### src/rtl/uamrw_pkg.sv
package uamrw_pkg;

    localparam int ADDR_W     = 64;
    localparam int UNIT_W     = 33;
    localparam int BBYTES_W   = 5;
    localparam int BYTE_BITS  = 8;
    localparam int WORD_W     = 64;
    localparam int WORDS      = 2;
    localparam int CFG_IDX_W  = 3;

    typedef enum logic [CFG_IDX_W-1:0] {
        REG_TABLE_PRESENT = 3'd0,
        REG_BASE_ADDRESS  = 3'd1,
        REG_UNIT_BYTES    = 3'd2,
        REG_BITMAP_BYTES  = 3'd3
    } t_reg_idx;

    typedef enum logic {
        REQ_ACCEPT = 1'b0,
        REQ_LOAD   = 1'b1
    } t_req;

    typedef enum logic [2:0] {
        S_IDLE,
        S_PREP,
        S_DIV,
        S_RD,
        S_LD,
        S_WALK,
        S_WB,
        S_FIN
    } t_state;

    typedef struct packed {
        logic busy;
        logic done;
    } t_div_stat;

endpackage

### src/rtl/unaccepted_memory_run_walker_core.sv
// Unaccepted memory run walker. A load request writes one 64-bit bitmap word, and loads
// can follow each other every cycle while no accept is in progress. An accept request
// clips the byte range and converts it to unit indices with a 64-step bit-serial divider,
// then walks the bitmap out of a two-word RAM, one unit per cycle while the output is not
// stalled, clearing set bits and writing each word back: each bitmap word visited is read,
// loaded, walked unit by unit and written back, and a final step closes the request.
// Runs come out on the result channel in address order, the last one flagged; the walk
// pauses while a finished run cannot be handed to the output register.
module unaccepted_memory_run_walker_core #(
    parameter int BITMAP_BITS = 128
) (
    input  logic                                  i_clk,
    input  logic                                  i_rst_n,
    input  logic                                  i_in_valid,
    output logic                                  o_in_ready,
    input  logic                                  i_req_type,
    input  logic [uamrw_pkg::ADDR_W-1:0]          i_start_addr,
    input  logic [uamrw_pkg::ADDR_W-1:0]          i_length,
    input  logic                                  i_word_index,
    input  logic [uamrw_pkg::WORD_W-1:0]          i_word_value,
    output logic                                  o_out_valid,
    input  logic                                  i_out_ready,
    output logic [uamrw_pkg::ADDR_W-1:0]          o_run_start_addr,
    output logic [uamrw_pkg::ADDR_W-1:0]          o_run_end_addr,
    output logic                                  o_last_run,
    input  logic                                  i_cfg_valid,
    output logic                                  o_cfg_ready,
    input  logic [uamrw_pkg::CFG_IDX_W-1:0]       i_cfg_index,
    input  logic [uamrw_pkg::ADDR_W-1:0]          i_cfg_data
);
    import uamrw_pkg::*;

    localparam int        IDX_W = 8;
    localparam logic [IDX_W-1:0] STOP_MAX = IDX_W'(BITMAP_BITS);
    localparam int        LIM_W = BBYTES_W + UNIT_W + $clog2(BYTE_BITS);

    t_state r_state, n_state;

    logic                 r_present;
    logic [ADDR_W-1:0]    r_base;
    logic [UNIT_W-1:0]    r_unit;
    logic [BBYTES_W-1:0]  r_bbytes;
    logic [LIM_W-1:0]     r_limit;
    logic [BBYTES_W+UNIT_W-1:0] lim_prod;

    logic [ADDR_W-1:0]    r_sa, r_len;
    logic [IDX_W-1:0]     r_i, r_stop, r_rb, r_pb, r_pe;
    logic                 r_in_run, r_pv, r_w;
    logic [WORD_W-1:0]    r_word;
    logic [WORDS-1:0]     r_wvld;
    logic                 r_ov, r_olast;
    logic [ADDR_W-1:0]    r_os, r_oe;
    logic [IDX_W+UNIT_W-1:0] s_prod, e_prod;

    // prep datapath
    logic [ADDR_W-1:0]    end_abs, st_rel, end_rel, end_clip;
    logic                 prep_none;
    // divider
    logic                 div_load;
    t_div_stat            div_stat;
    logic [ADDR_W-1:0]    q_a, q_b;
    logic                 rb_nz;
    logic [IDX_W-1:0]     first_idx, stop_idx;
    // walk
    logic                 cur_bit, at_end, fin_run, out_free, stall, push_mid, push_fin;
    logic                 ram_we, ram_waddr, ram_raddr;
    logic [WORD_W-1:0]    ram_wdata, ram_rdata;
    logic                 in_acc, cfg_acc;

    assign in_acc  = i_in_valid && o_in_ready;
    assign cfg_acc = i_cfg_valid && o_cfg_ready;
    assign o_cfg_ready = 1'b1;

    always_ff @(posedge i_clk) begin
        if (!i_rst_n) begin
            r_present <= 1'b0;
            r_base    <= '0;
            r_unit    <= UNIT_W'(2097152);
            r_bbytes  <= '0;
        end else if (cfg_acc) begin
            unique case (i_cfg_index)
                REG_TABLE_PRESENT: r_present <= i_cfg_data[0];
                REG_BASE_ADDRESS:  r_base    <= i_cfg_data;
                REG_UNIT_BYTES:    r_unit    <= i_cfg_data[UNIT_W-1:0];
                REG_BITMAP_BYTES:  r_bbytes  <= i_cfg_data[BBYTES_W-1:0];
                default: ;
            endcase
        end
    end

    assign lim_prod = r_bbytes * r_unit;

    always_ff @(posedge i_clk) begin
        r_limit <= {lim_prod, 3'b000};
    end

    always_comb begin
        end_abs   = r_sa + r_len;
        prep_none = (end_abs < r_base);
        st_rel    = ((r_sa < r_base) ? r_base : r_sa) - r_base;
        end_rel   = end_abs - r_base;
        end_clip  = (end_rel > ADDR_W'(r_limit)) ? ADDR_W'(r_limit) : end_rel;
    end

    assign div_load = (r_state == S_PREP) && !prep_none;

    uamrw_div u_div (
        .i_clk      (i_clk),
        .i_rst_n    (i_rst_n),
        .i_load     (div_load),
        .i_num_a    (st_rel),
        .i_num_b    (end_clip),
        .i_den      (r_unit),
        .o_stat     (div_stat),
        .o_quo_a    (q_a),
        .o_quo_b    (q_b),
        .o_rem_b_nz (rb_nz)
    );

    always_comb begin
        first_idx = (q_a > ADDR_W'(128)) ? IDX_W'(128) : IDX_W'(q_a);
        if (q_b >= ADDR_W'(STOP_MAX)) begin
            stop_idx = STOP_MAX;
        end else begin
            stop_idx = IDX_W'(q_b) + IDX_W'(rb_nz);
            if (stop_idx > STOP_MAX) begin
                stop_idx = STOP_MAX;
            end
        end
    end

    always_comb begin
        cur_bit  = r_word[r_i[5:0]];
        at_end   = (r_i == r_stop);
        fin_run  = r_in_run && (at_end || !cur_bit);
        out_free = !r_ov || i_out_ready;
        stall    = fin_run && r_pv && !out_free;
        push_mid = (r_state == S_WALK) && fin_run && r_pv && out_free;
        push_fin = (r_state == S_FIN) && r_pv && out_free;
    end

    // next state
    always_comb begin
        n_state = r_state;
        unique case (r_state)
            S_IDLE: begin
                if (in_acc && i_req_type == REQ_ACCEPT && r_present && r_unit != '0) begin
                    n_state = S_PREP;
                end
            end
            S_PREP: n_state = prep_none ? S_IDLE : S_DIV;
            S_DIV: begin
                if (div_stat.done) begin
                    n_state = (first_idx >= stop_idx) ? S_IDLE : S_RD;
                end
            end
            S_RD:   n_state = S_LD;
            S_LD:   n_state = S_WALK;
            S_WALK: begin
                if (!stall && (at_end || r_i[5:0] == 6'h3f)) begin
                    n_state = S_WB;
                end
            end
            // a run still open at a word boundary is closed by one more visit
            S_WB:   n_state = (r_i < r_stop || r_in_run) ? S_RD : S_FIN;
            S_FIN: begin
                if (!r_pv || out_free) begin
                    n_state = S_IDLE;
                end
            end
            default: n_state = S_IDLE;
        endcase
    end

    // outputs to RAM and handshake
    always_comb begin
        o_in_ready = (r_state == S_IDLE);
        ram_we     = 1'b0;
        ram_waddr  = r_w;
        ram_wdata  = r_word;
        ram_raddr  = r_i[6];
        unique case (r_state)
            S_IDLE: begin
                if (in_acc && i_req_type == REQ_LOAD) begin
                    ram_we    = 1'b1;
                    ram_waddr = i_word_index;
                    ram_wdata = i_word_value;
                end
            end
            S_WB:   ram_we = 1'b1;
            default: ;
        endcase
    end

    uamrw_ram #(.WIDTH(WORD_W), .DEPTH(WORDS)) u_ram (
        .i_clk   (i_clk),
        .i_we    (ram_we),
        .i_waddr (ram_waddr),
        .i_wdata (ram_wdata),
        .i_raddr (ram_raddr),
        .o_rdata (ram_rdata)
    );

    always_ff @(posedge i_clk) begin
        if (!i_rst_n) begin
            r_state  <= S_IDLE;
            r_pv     <= 1'b0;
            r_in_run <= 1'b0;
            r_ov     <= 1'b0;
            r_wvld   <= '0;
        end else begin
            r_state <= n_state;
            // words never written since reset read as zero
            if (ram_we) begin
                r_wvld[ram_waddr] <= 1'b1;
            end
            if (push_mid || push_fin) begin
                r_ov <= 1'b1;
            end else if (i_out_ready) begin
                r_ov <= 1'b0;
            end
            if (r_state == S_DIV) begin
                r_in_run <= 1'b0;
                r_pv     <= 1'b0;
            end
            if (r_state == S_WALK && !stall) begin
                if (fin_run) begin
                    r_pv     <= 1'b1;
                    r_in_run <= 1'b0;
                end
                if (!at_end && cur_bit && !r_in_run) begin
                    r_in_run <= 1'b1;
                end
            end
            if (push_fin) begin
                r_pv <= 1'b0;
            end
        end
    end

    assign s_prod = r_pb * r_unit;
    assign e_prod = r_pe * r_unit;

    always_ff @(posedge i_clk) begin
        if (in_acc) begin
            r_sa  <= i_start_addr;
            r_len <= i_length;
        end
        if (r_state == S_DIV && div_stat.done) begin
            r_i    <= first_idx;
            r_stop <= stop_idx;
        end
        if (r_state == S_RD) begin
            r_w <= r_i[6];
        end
        if (r_state == S_LD) begin
            r_word <= r_wvld[r_w] ? ram_rdata : '0;
        end
        if (r_state == S_WALK && !stall) begin
            if (fin_run) begin
                r_pb <= r_rb;
                r_pe <= r_i;
            end
            if (!at_end) begin
                if (cur_bit) begin
                    r_word[r_i[5:0]] <= 1'b0;
                    if (!r_in_run) begin
                        r_rb <= r_i;
                    end
                end
                r_i <= r_i + 1'b1;
            end
        end
        if (push_mid || push_fin) begin
            r_os    <= ADDR_W'(s_prod) + r_base;
            r_oe    <= ADDR_W'(e_prod) + r_base;
            r_olast <= push_fin;
        end
    end

    assign o_out_valid      = r_ov;
    assign o_run_start_addr = r_os;
    assign o_run_end_addr   = r_oe;
    assign o_last_run       = r_olast;
endmodule

### src/rtl/uamrw_ram.sv
module uamrw_ram #(
    parameter int WIDTH = 64,
    parameter int DEPTH = 2
) (
    input  logic                     i_clk,
    input  logic                     i_we,
    input  logic [$clog2(DEPTH)-1:0] i_waddr,
    input  logic [WIDTH-1:0]         i_wdata,
    input  logic [$clog2(DEPTH)-1:0] i_raddr,
    output logic [WIDTH-1:0]         o_rdata
);
    logic [WIDTH-1:0] r_mem [DEPTH];
    logic [WIDTH-1:0] r_rdata;

    always_ff @(posedge i_clk) begin
        if (i_we) begin
            r_mem[i_waddr] <= i_wdata;
        end
        r_rdata <= r_mem[i_raddr];
    end

    assign o_rdata = r_rdata;
endmodule

### src/rtl/uamrw_div.sv
// Two restoring dividers sharing one divisor and one step counter, one quotient bit a cycle.
module uamrw_div (
    input  logic                          i_clk,
    input  logic                          i_rst_n,
    input  logic                          i_load,
    input  logic [uamrw_pkg::ADDR_W-1:0]  i_num_a,
    input  logic [uamrw_pkg::ADDR_W-1:0]  i_num_b,
    input  logic [uamrw_pkg::UNIT_W-1:0]  i_den,
    output uamrw_pkg::t_div_stat          o_stat,
    output logic [uamrw_pkg::ADDR_W-1:0]  o_quo_a,
    output logic [uamrw_pkg::ADDR_W-1:0]  o_quo_b,
    output logic                          o_rem_b_nz
);
    import uamrw_pkg::*;

    logic [ADDR_W-1:0]          r_qa, r_qb, n_qa, n_qb;
    logic [UNIT_W-1:0]          r_ra, r_rb, n_ra, n_rb;
    logic [$clog2(ADDR_W)-1:0]  r_cnt;
    logic                       r_busy, r_done;
    logic [UNIT_W:0]            sh_a, sh_b;

    always_comb begin
        sh_a = {r_ra, r_qa[ADDR_W-1]};
        sh_b = {r_rb, r_qb[ADDR_W-1]};
        n_qa = {r_qa[ADDR_W-2:0], 1'b0};
        n_qb = {r_qb[ADDR_W-2:0], 1'b0};
        n_ra = sh_a[UNIT_W-1:0];
        n_rb = sh_b[UNIT_W-1:0];
        if (sh_a >= {1'b0, i_den}) begin
            n_ra  = UNIT_W'(sh_a - {1'b0, i_den});
            n_qa[0] = 1'b1;
        end
        if (sh_b >= {1'b0, i_den}) begin
            n_rb  = UNIT_W'(sh_b - {1'b0, i_den});
            n_qb[0] = 1'b1;
        end
    end

    always_ff @(posedge i_clk) begin
        if (!i_rst_n) begin
            r_busy <= 1'b0;
            r_done <= 1'b0;
            r_cnt  <= '0;
        end else begin
            r_done <= 1'b0;
            if (i_load) begin
                r_busy <= 1'b1;
                r_cnt  <= '0;
            end else if (r_busy) begin
                r_cnt <= r_cnt + 1'b1;
                if (r_cnt == '1) begin
                    r_busy <= 1'b0;
                    r_done <= 1'b1;
                end
            end
        end
    end

    always_ff @(posedge i_clk) begin
        if (i_load) begin
            r_qa <= i_num_a;
            r_qb <= i_num_b;
            r_ra <= '0;
            r_rb <= '0;
        end else if (r_busy) begin
            r_qa <= n_qa;
            r_qb <= n_qb;
            r_ra <= n_ra;
            r_rb <= n_rb;
        end
    end

    assign o_stat.busy = r_busy;
    assign o_stat.done = r_done;
    assign o_quo_a     = r_qa;
    assign o_quo_b     = r_qb;
    assign o_rem_b_nz  = (r_rb != '0);
endmodule

### config.mk
export PLATFORM = sky130hd
export DESIGN_NAME = unaccepted_memory_run_walker_core
export DESIGN_NICKNAME = d
export VERILOG_FILES = /design/src/rtl/uamrw_pkg.sv /design/src/rtl/unaccepted_memory_run_walker_core.sv /design/src/rtl/uamrw_ram.sv /design/src/rtl/uamrw_div.sv
export SDC_FILE = /design/constraint.sdc
export NUM_CORES = 2
export LEC_CHECK = 0
export BUFFER_PORTS_ARGS = -buffer_cell sky130_fd_sc_hd__buf_2
export CAP_MARGIN = 20
export CORE_AREA = 2 2 363 365
export DETAILED_ROUTE_END_ITERATION = 7
export DIE_AREA = 0 0 365 367
export GPL_ROUTABILITY_DRIVEN = 1
export PLACE_DENSITY_LB_ADDON = 0.3
export SLEW_MARGIN = 20
export SYNTH_ARGS = -nofsm -noshare
export SYNTH_HDL_FRONTEND = slang
export SYNTH_SLANG_ARGS = --single-unit
### constraint.sdc
create_clock -name i_clk -period 12.91 [get_ports i_clk]
set_clock_uncertainty 0.1 [all_clocks]
set_input_delay 1.291 -clock i_clk [delete_from_list [all_inputs] [get_ports i_clk]]
set_output_delay 1.291 -clock i_clk [all_outputs]
set_load 0.01 [all_outputs]
# Yosys cells after proc, flatten, opt, wreduce, memory -nomap -nowiden
# Memories as Yosys holds them, arrays and structs flattened. A register that Yosys moved wholly into a read port is not among the register bits.
# Index checks and enable logic that the tools add are counted.
totals:
  output_inout_bits: 132
  elab_cells: 192
  inputBits: 266
  ram_bits: 128
  n_memories: 1
  ff_bits: 713
mem_list:
  columns: ["name", "words", "width", "rd", "rd_ports_with_merged_regs", "wr", "line_no", "source"]
  rows:
  - ["u_ram.r_mem", 2, 64, 1, 1, 1, "uamrw_ram.sv:12", "logic [WIDTH-1:0] r_mem [DEPTH];"]
op_classes:
  muxes: 58
  reduce_logical: 51
  n_eq_ne: 17
  n_bitwise: 8
  n_mul: 3
  addsub: 10
  order_cmp: 15
ops:
  columns: ["operator", "n"]
  rows:
  - ["$mux 64", 13]
  - ["$add 41x64->64", 2]
  - ["$lt 64x64->1", 2]
  - ["$sub 64x64->64", 2]
  - ["$mul 8x33->41", 2]
  - ["$ge 34x33->1", 2]
  - ["$mux 33", 2]
  - ["$reduce_bool 33->1", 2]
  - ["$sub 33x33->33", 2]
  - ["$add 64x64->64", 1]
  - ["$and 64x64->64", 1]
  - ["$ge 64x8->1 const B", 1]
  - ["$gt 64x41->1", 1]
  - ["$gt 64x8->1 const B", 1]
  - ["$not 64->64", 1]
  - ["$mux 8", 6]
  - ["$mul 5x33->38", 1]
  - ["$mux 1", 25]
  - ["$pmux 3 s8", 1]
  - ["$logic_and 1x1->1", 21]
  - ["$mux 3", 5]
  - ["$eq 3x2->1 const B", 4]
  - ["$eq 3x3->1 const B", 4]
  - ["$eq 6x6->1 const B", 2]
  - ["other kinds (29)", 58]

# Longest topological paths before layout
logic_depth:
  depth_word: 11
  ltp_mapped: 37
  ltp_nobuf: 35

# Hierarchy
# Synthesis repeated with hierarchy kept, for this count alone.
hier_totals:
  cells_unflattened: 7783
  area_unflattened_um2: 75333.5
modules_own_cells:
  columns: ["mod", "cells_each", "instances", "area_per_inst_um2", "seq_area_each_um2"]
  rows:
  - ["unaccepted_memory_run_walker_core", 6311, 1, 56890.8, 13132.6]
  - ["uamrw_div", 1207, 1, 12228.0, 5325.1]
  - ["uamrw_ram", 265, 1, 6214.7, 5124.9]

# Worst setup path before layout
# No wires, ideal clock.
synth_path:
  kind: "register -> register"
  from: "register r_i[0]"
  to: "register r_olast, in the netlist o_last_run (enable)"
  setup_ns: 0.804
  setup_slack_ns: 0.316
  path_stages_with_launch: 9
  arrival_time_ns: 11.690
  required_ns: 12.006
  path_buffers: 1
  synth_period_minus_slack_ns: 12.594
  cell_sequence: "dfxtp_1 > clkbuf_1 > mux4_2 > mux2_2 > a221o_1 > nor3_1 > o21a_1 > o21bai_1 > nor3b_1"
synth_via:
  elab_chain_cells: 9
  word_cells_on_any_way: 10
  cone_classes: "eq/ne: 1; mux: 2; reduce/logical: 7"
synth_lines:
  columns: ["item", "line_no", "source"]
  rows:
  - ["start: declaration", "unaccepted_memory_run_walker_core.sv:47", "logic [IDX_W-1:0] r_i, r_stop, r_rb, r_pb, r_pe;"]
  - ["start signal: assignment", "unaccepted_memory_run_walker_core.sv:250", "r_i <= first_idx;"]
  - ["start signal: assignment", "unaccepted_memory_run_walker_core.sv:271", "r_i <= r_i + 1'b1;"]
  - ["$bmux 1 s6", "unaccepted_memory_run_walker_core.sv:133", "cur_bit = r_word[r_i[5:0]];"]
  - ["$mux 1 (not written as such)", "unaccepted_memory_run_walker_core.sv:133", null]
  - ["$logic_not 1->1", "unaccepted_memory_run_walker_core.sv:135", "fin_run = r_in_run && (at_end || !cur_bit);"]
  - ["$logic_or 1x1->1 (*)", "unaccepted_memory_run_walker_core.sv:135", null]
  - ["$logic_and 1x1->1 (*)", "unaccepted_memory_run_walker_core.sv:135", null]
  - ["$logic_and 1x1->1 (*) (3 in series)", "unaccepted_memory_run_walker_core.sv:138", "push_mid = (r_state == S_WALK) && fin_run && r_pv && out_free;"]
  - ["$logic_or 1x1->1 (*)", "unaccepted_memory_run_walker_core.sv:274", "if (push_mid || push_fin) begin"]
  - ["end signal: assignment", "unaccepted_memory_run_walker_core.sv:277", "r_olast <= push_fin;"]
  - ["end: declaration", "unaccepted_memory_run_walker_core.sv:51", "logic r_ov, r_olast;"]
# Mark *: on every way between the ends. The rest lies on a longest branch, timed or not. The select of a mux whose other input is x is not followed.
# A chain may end at the register's enable or synchronous reset.

# Worst setup path in the final report
layout_path:
  from: "register r_sa[0]"
  to: "register u_div.r_qb[8], in the netlist u_div.o_quo_b[8] (data pin)"
layout_via:
  elab_chain_cells: 5
  word_cells_on_any_way: 8
  cone_classes: "add/sub: 2; order compare: 2; mux: 2; reduce/logical: 2"
layout_lines:
  columns: ["item", "line_no", "source"]
  rows:
  - ["start: declaration", "unaccepted_memory_run_walker_core.sv:46", "logic [ADDR_W-1:0] r_sa, r_len;"]
  - ["start signal: assignment", "unaccepted_memory_run_walker_core.sv:246", "r_sa <= i_start_addr;"]
  - ["$add 64x64->64 (*)", "unaccepted_memory_run_walker_core.sv:98", "end_abs = r_sa + r_len;"]
  - ["$sub 64x64->64 / $lt 64x64->1 (equally long branches)", "unaccepted_memory_run_walker_core.sv:101, unaccepted_memory_run_walker_core.sv:99", null]
  - ["$gt 64x41->1 / $logic_not 1->1 (equally long branches)", "unaccepted_memory_run_walker_core.sv:102, unaccepted_memory_run_walker_core.sv:105", null]
  - ["$mux 64 / $logic_and 1x1->1 (equally long branches)", "unaccepted_memory_run_walker_core.sv:102, unaccepted_memory_run_walker_core.sv:105", null]
  - ["$mux 64 (*)", "uamrw_div.sv:60", "if (i_load) begin"]
  - ["end signal: assignment", "uamrw_div.sv:62", "r_qb <= i_num_b;"]
  - ["end signal: assignment", "uamrw_div.sv:67", "r_qb <= n_qb;"]
  - ["end: declaration", "uamrw_div.sv:16", "logic [ADDR_W-1:0] r_qa, r_qb, n_qa, n_qb;"]
# Mark *: on every way between the ends. The rest lies on a longest branch, timed or not.

==> metrics <==
Adder-Cell Fraction of Synth Area=24.4%; CTS Sinks=905; warnings from Yosys=0; synthesized area=roughly 74,000 sq um; cells after synthesis=7,771; routed vias=60,300; Final Core Density=about three fifths; setup TNS=0 ns; first-pass GRT wire length=345,000 microns; GPL Wtd Cong=1.00; Worst Tran Pin Value=1.28 ns; Synth Area in XOR/XNOR=under 10%; Port Buffers=about 400; Placed Area=77,300 sq um; RSZ-0062 raised after global routing=no; fin area=80,900 sq um; slew margin rel.=13.6%; Pint=approximately 8.1 mW; Reg area=23,600 sq um; core area=130,000 sq um; DRT iter0 DRCs=approximately 5,500; post-CTS setup buffers=0; synthesis-stage register bit count=905; Crit. Startpoint=r_sa[0]; power share of the sequential group=between 20 and 30%; Clock Tree Buf Depth=3; critical path endpoint=u_div.o_quo_b[8]; compound-cell area share of the yosys netlist=15.9%; Buf/Inv on CP=0; final hold violation count=0; critical path data arrival time=10.30 ns; Via density=about 6.1; cell count along the critical path=32; top cell type's share of synthesized area=22.3%; Layout Cells excl Fill=9,856; Post-synth EDFFs=546; GRT Residual Overflow=0; flop2flop setup slack=3.02 ns; number of global-route vias before repair=around 60,000; Simple-Gate Fraction of Synth Area=14.7%; row count=around 130; total iterations of the first detailed-routing run=6; Routed wire per std cell=22.9 microns; post-DP HPWL=approximately 170,000 microns; Die Area=134,000 sq um; Leak=~36 nW; final setup vio count=0; final net count=about 9,400; Clk pwr share=roughly 22%; endpoint class of the critical path=flip-flop; hold path depth=0; Comb pwr share=between 40% and 50%; Hold Slack=0.318 ns; Synth Flop Type=edfxtp_1; share of cells above drive strength 1=11.3%; CTS tree=done; Mean Syn Cell Area=9.46 sq um; Num CTS Buffers=101; Max VDD drop=roughly 0.18 mV; status=complete, no violations; dpl cells=9,663; hold_buf cts=0; delay-heaviest family, CP=compound AO/OA/AOI/OAI gates; Yosys top cell by area=edfxtp_1; reg2reg end=u_div.o_quo_b[8]; Period minus WS final=roughly 9.9 ns; worst-path maximum fanout=38; number of I/O pins=just under 400; die width=about 370 microns; DRC Markers=0; unique cell type count in the Yosys netlist=98; largest family of logic cells by synthesized area=adder cells; Final period util=76.6%; Worst EP required=13.32 ns; GRT Util Overall=33.4%; Syn-to-layout area delta=9.99%; multiplexer area fraction after synthesis=between 3 and 4%; antenna violations before repair=17; Setup CP Type=reg2reg; reg2reg start=r_sa[0]; Pwr Density=173 nW/um^2; final WL=roughly 230,000 microns; CP peak stage delay=0.83 ns; Fill cells=11,100; CP most frequent cell=ha_1; top cells by area in the synthesized netlist=edfxtp_1 22%, fa_1 15%, dfxtp_1 9.8%, ha_1 9.4%, nand2_1 5.1%; Syn Nets=~9,000; Starting Density=56.4%; R2R cell count=32; H-tree depth reported by CTS=3; max_cap viols=0; Max Transition Viols Final=0; worst skew pair latency=0.77 ns; Sw Share=around 42%; CTS root buf=clkbuf_16; # resized after CTS=0; largest net degree at the start of global routing=roughly 100; fmax=0.101 GHz; area of the multi-input gates=46,100 sq um; Startpoint Class=flip-flop; Die Y=around 370 microns; Crit-path slowest cell=or4_4; Sw Pwr=just under 6 mW; worst min path class=reg2reg; Reg clk slew, reported paths=approximately 0.060 ns; Async S/R FF share, synth=0%; sequential fraction of the synthesis area=roughly 32%; antenna viol nets, final=0
-- power by group through the flow --
stage | clock (mW) | sequential (mW) | combinational (mW)
floorplan | 0 | 3.92 | 5.08
global placement | 0 | 4.03 | 6.65
detailed placement | 0 | 4.04 | 6.74
CTS | 3.12 | 3.99 | 6.78
global route | 3.22 | 4.04 | 7.57
finish | 3.08 | 4.00 | 6.88
-- cells by family (layout without fill, tap and decap cells) --
family	after synthesis	count (layout)
simple gates	2296	2296
compound gates	1861	1861
fa+ha+maj	1103	1103
buf+inv	1044	1372
flops	905	905
xor+xnor	360	360
mux	201	201
other cells	1	3
-- worst min path at each step --
stage	from	endpoint
after floorplan	r_rb[0]	r_pb[0]
after global placement	r_rb[5]	r_pb[5]
after detailed placement	r_rb[1]	r_pb[1]
after CTS	r_rb[1]	r_pb[1]
after global routing	r_rb[3]	r_pb[3]
final	r_rb[1]	r_pb[1]
-- per-stage QoR --
step,worst slack (ns),total power [mW]
floorplan,0.316,9.00
global placement,3.67,10.7
detailed placement,3.32,10.8
CTS,3.37,13.9
global route,2.70,14.8
finish,3.02,14.0
-- flip-flops by register name, summed over array words and instances (netlist names), 3 cells and up --
register,flops
r_limit,38
u_ram.r_mem,128
o_run_end_addr,64
u_div.r_rb,33
r_sa,64
u_div.r_cnt,6
r_pe,8
r_word,64
r_base,64
r_unit,33
r_stop,8
r_state,3
r_pb,8
r_len,64
o_run_start_addr,64
u_ram.o_rdata,64
u_div.o_quo_a,64
r_rb,8
u_div.o_quo_b,64
u_div.r_ra,33
r_bbytes,5
r_i,8
-- worst reg2reg max path: cells and delay by family, from the launching register on --
| family | cells | cell delay [ns] |
|---|---|---|
| simple gates | 11 | 3.12 |
| compound gates | 15 | 4.37 |
| fa+ha+maj | 4 | 1.46 |
| xor+xnor | 2 | 0.27 |
| flops | 1 | 0.40 |
-- cell type report --
cell class	instances	share of cell area [%]
antenna	2	0.00619
clock buffer	127	3.45
multi-input combinational	5822	57.0
tap	1755	2.71
clock inverter	64	0.978
inverter	660	3.07
sequential	905	29.2
timing repair buffer	521	3.61
-- layout by cell type (no fill, tap or decap), types with 67 or more instances in the layout --
master / instances
o21ai_0: 316
xnor2_1: 237
clkbuf_16: 103
a31oi_1: 70
nor2_1: 382
and2_1: 324
edfxtp_1: 546
nand2_1: 992
o21bai_1: 73
ha_1: 555
nand4_1: 94
xor2_1: 121
buf_2: 396
nand3_1: 91
dfxtp_1: 357
buf_4: 125
a22oi_1: 67
inv_1: 654
mux2_2: 133
fa_1: 548
nor3_1: 74
a21oi_1: 630
a21o_1: 264
-- synth_stat cells, types with 58 or more instances --
cell,n
nand2_1,995
inv_1,655
a21oi_1,631
ha_1,555
fa_1,548
edfxtp_1,546
nor2_1,384
dfxtp_1,359
clkbuf_1,340
and2_1,326
o21ai_0,317
a21o_1,264
xnor2_1,238
mux2_2,133
xor2_1,122
nand4_1,94
nand3_1,91
nor3_1,77
o21bai_1,73
a31oi_1,71
a22oi_1,67
nand2b_1,63
a211oi_1,62
nor4_1,62
o21a_1,59
mux2i_1,58
-- per-layer routing --
| layer | vias up | routed length (microns) | track usage, % |
|---|---|---|---|
| met3 | 558 | 19000 | 6.60 |
| met4 | 22 | 12200 | 16.5 |
| met1 | 29700 | 87700 | 42.1 |
| met2 | 2519 | 107000 | 54.7 |
| met5 | - | 138 | 0 |
| li1 | 27500 | - | - |
(Power assumes the default switching activity.)
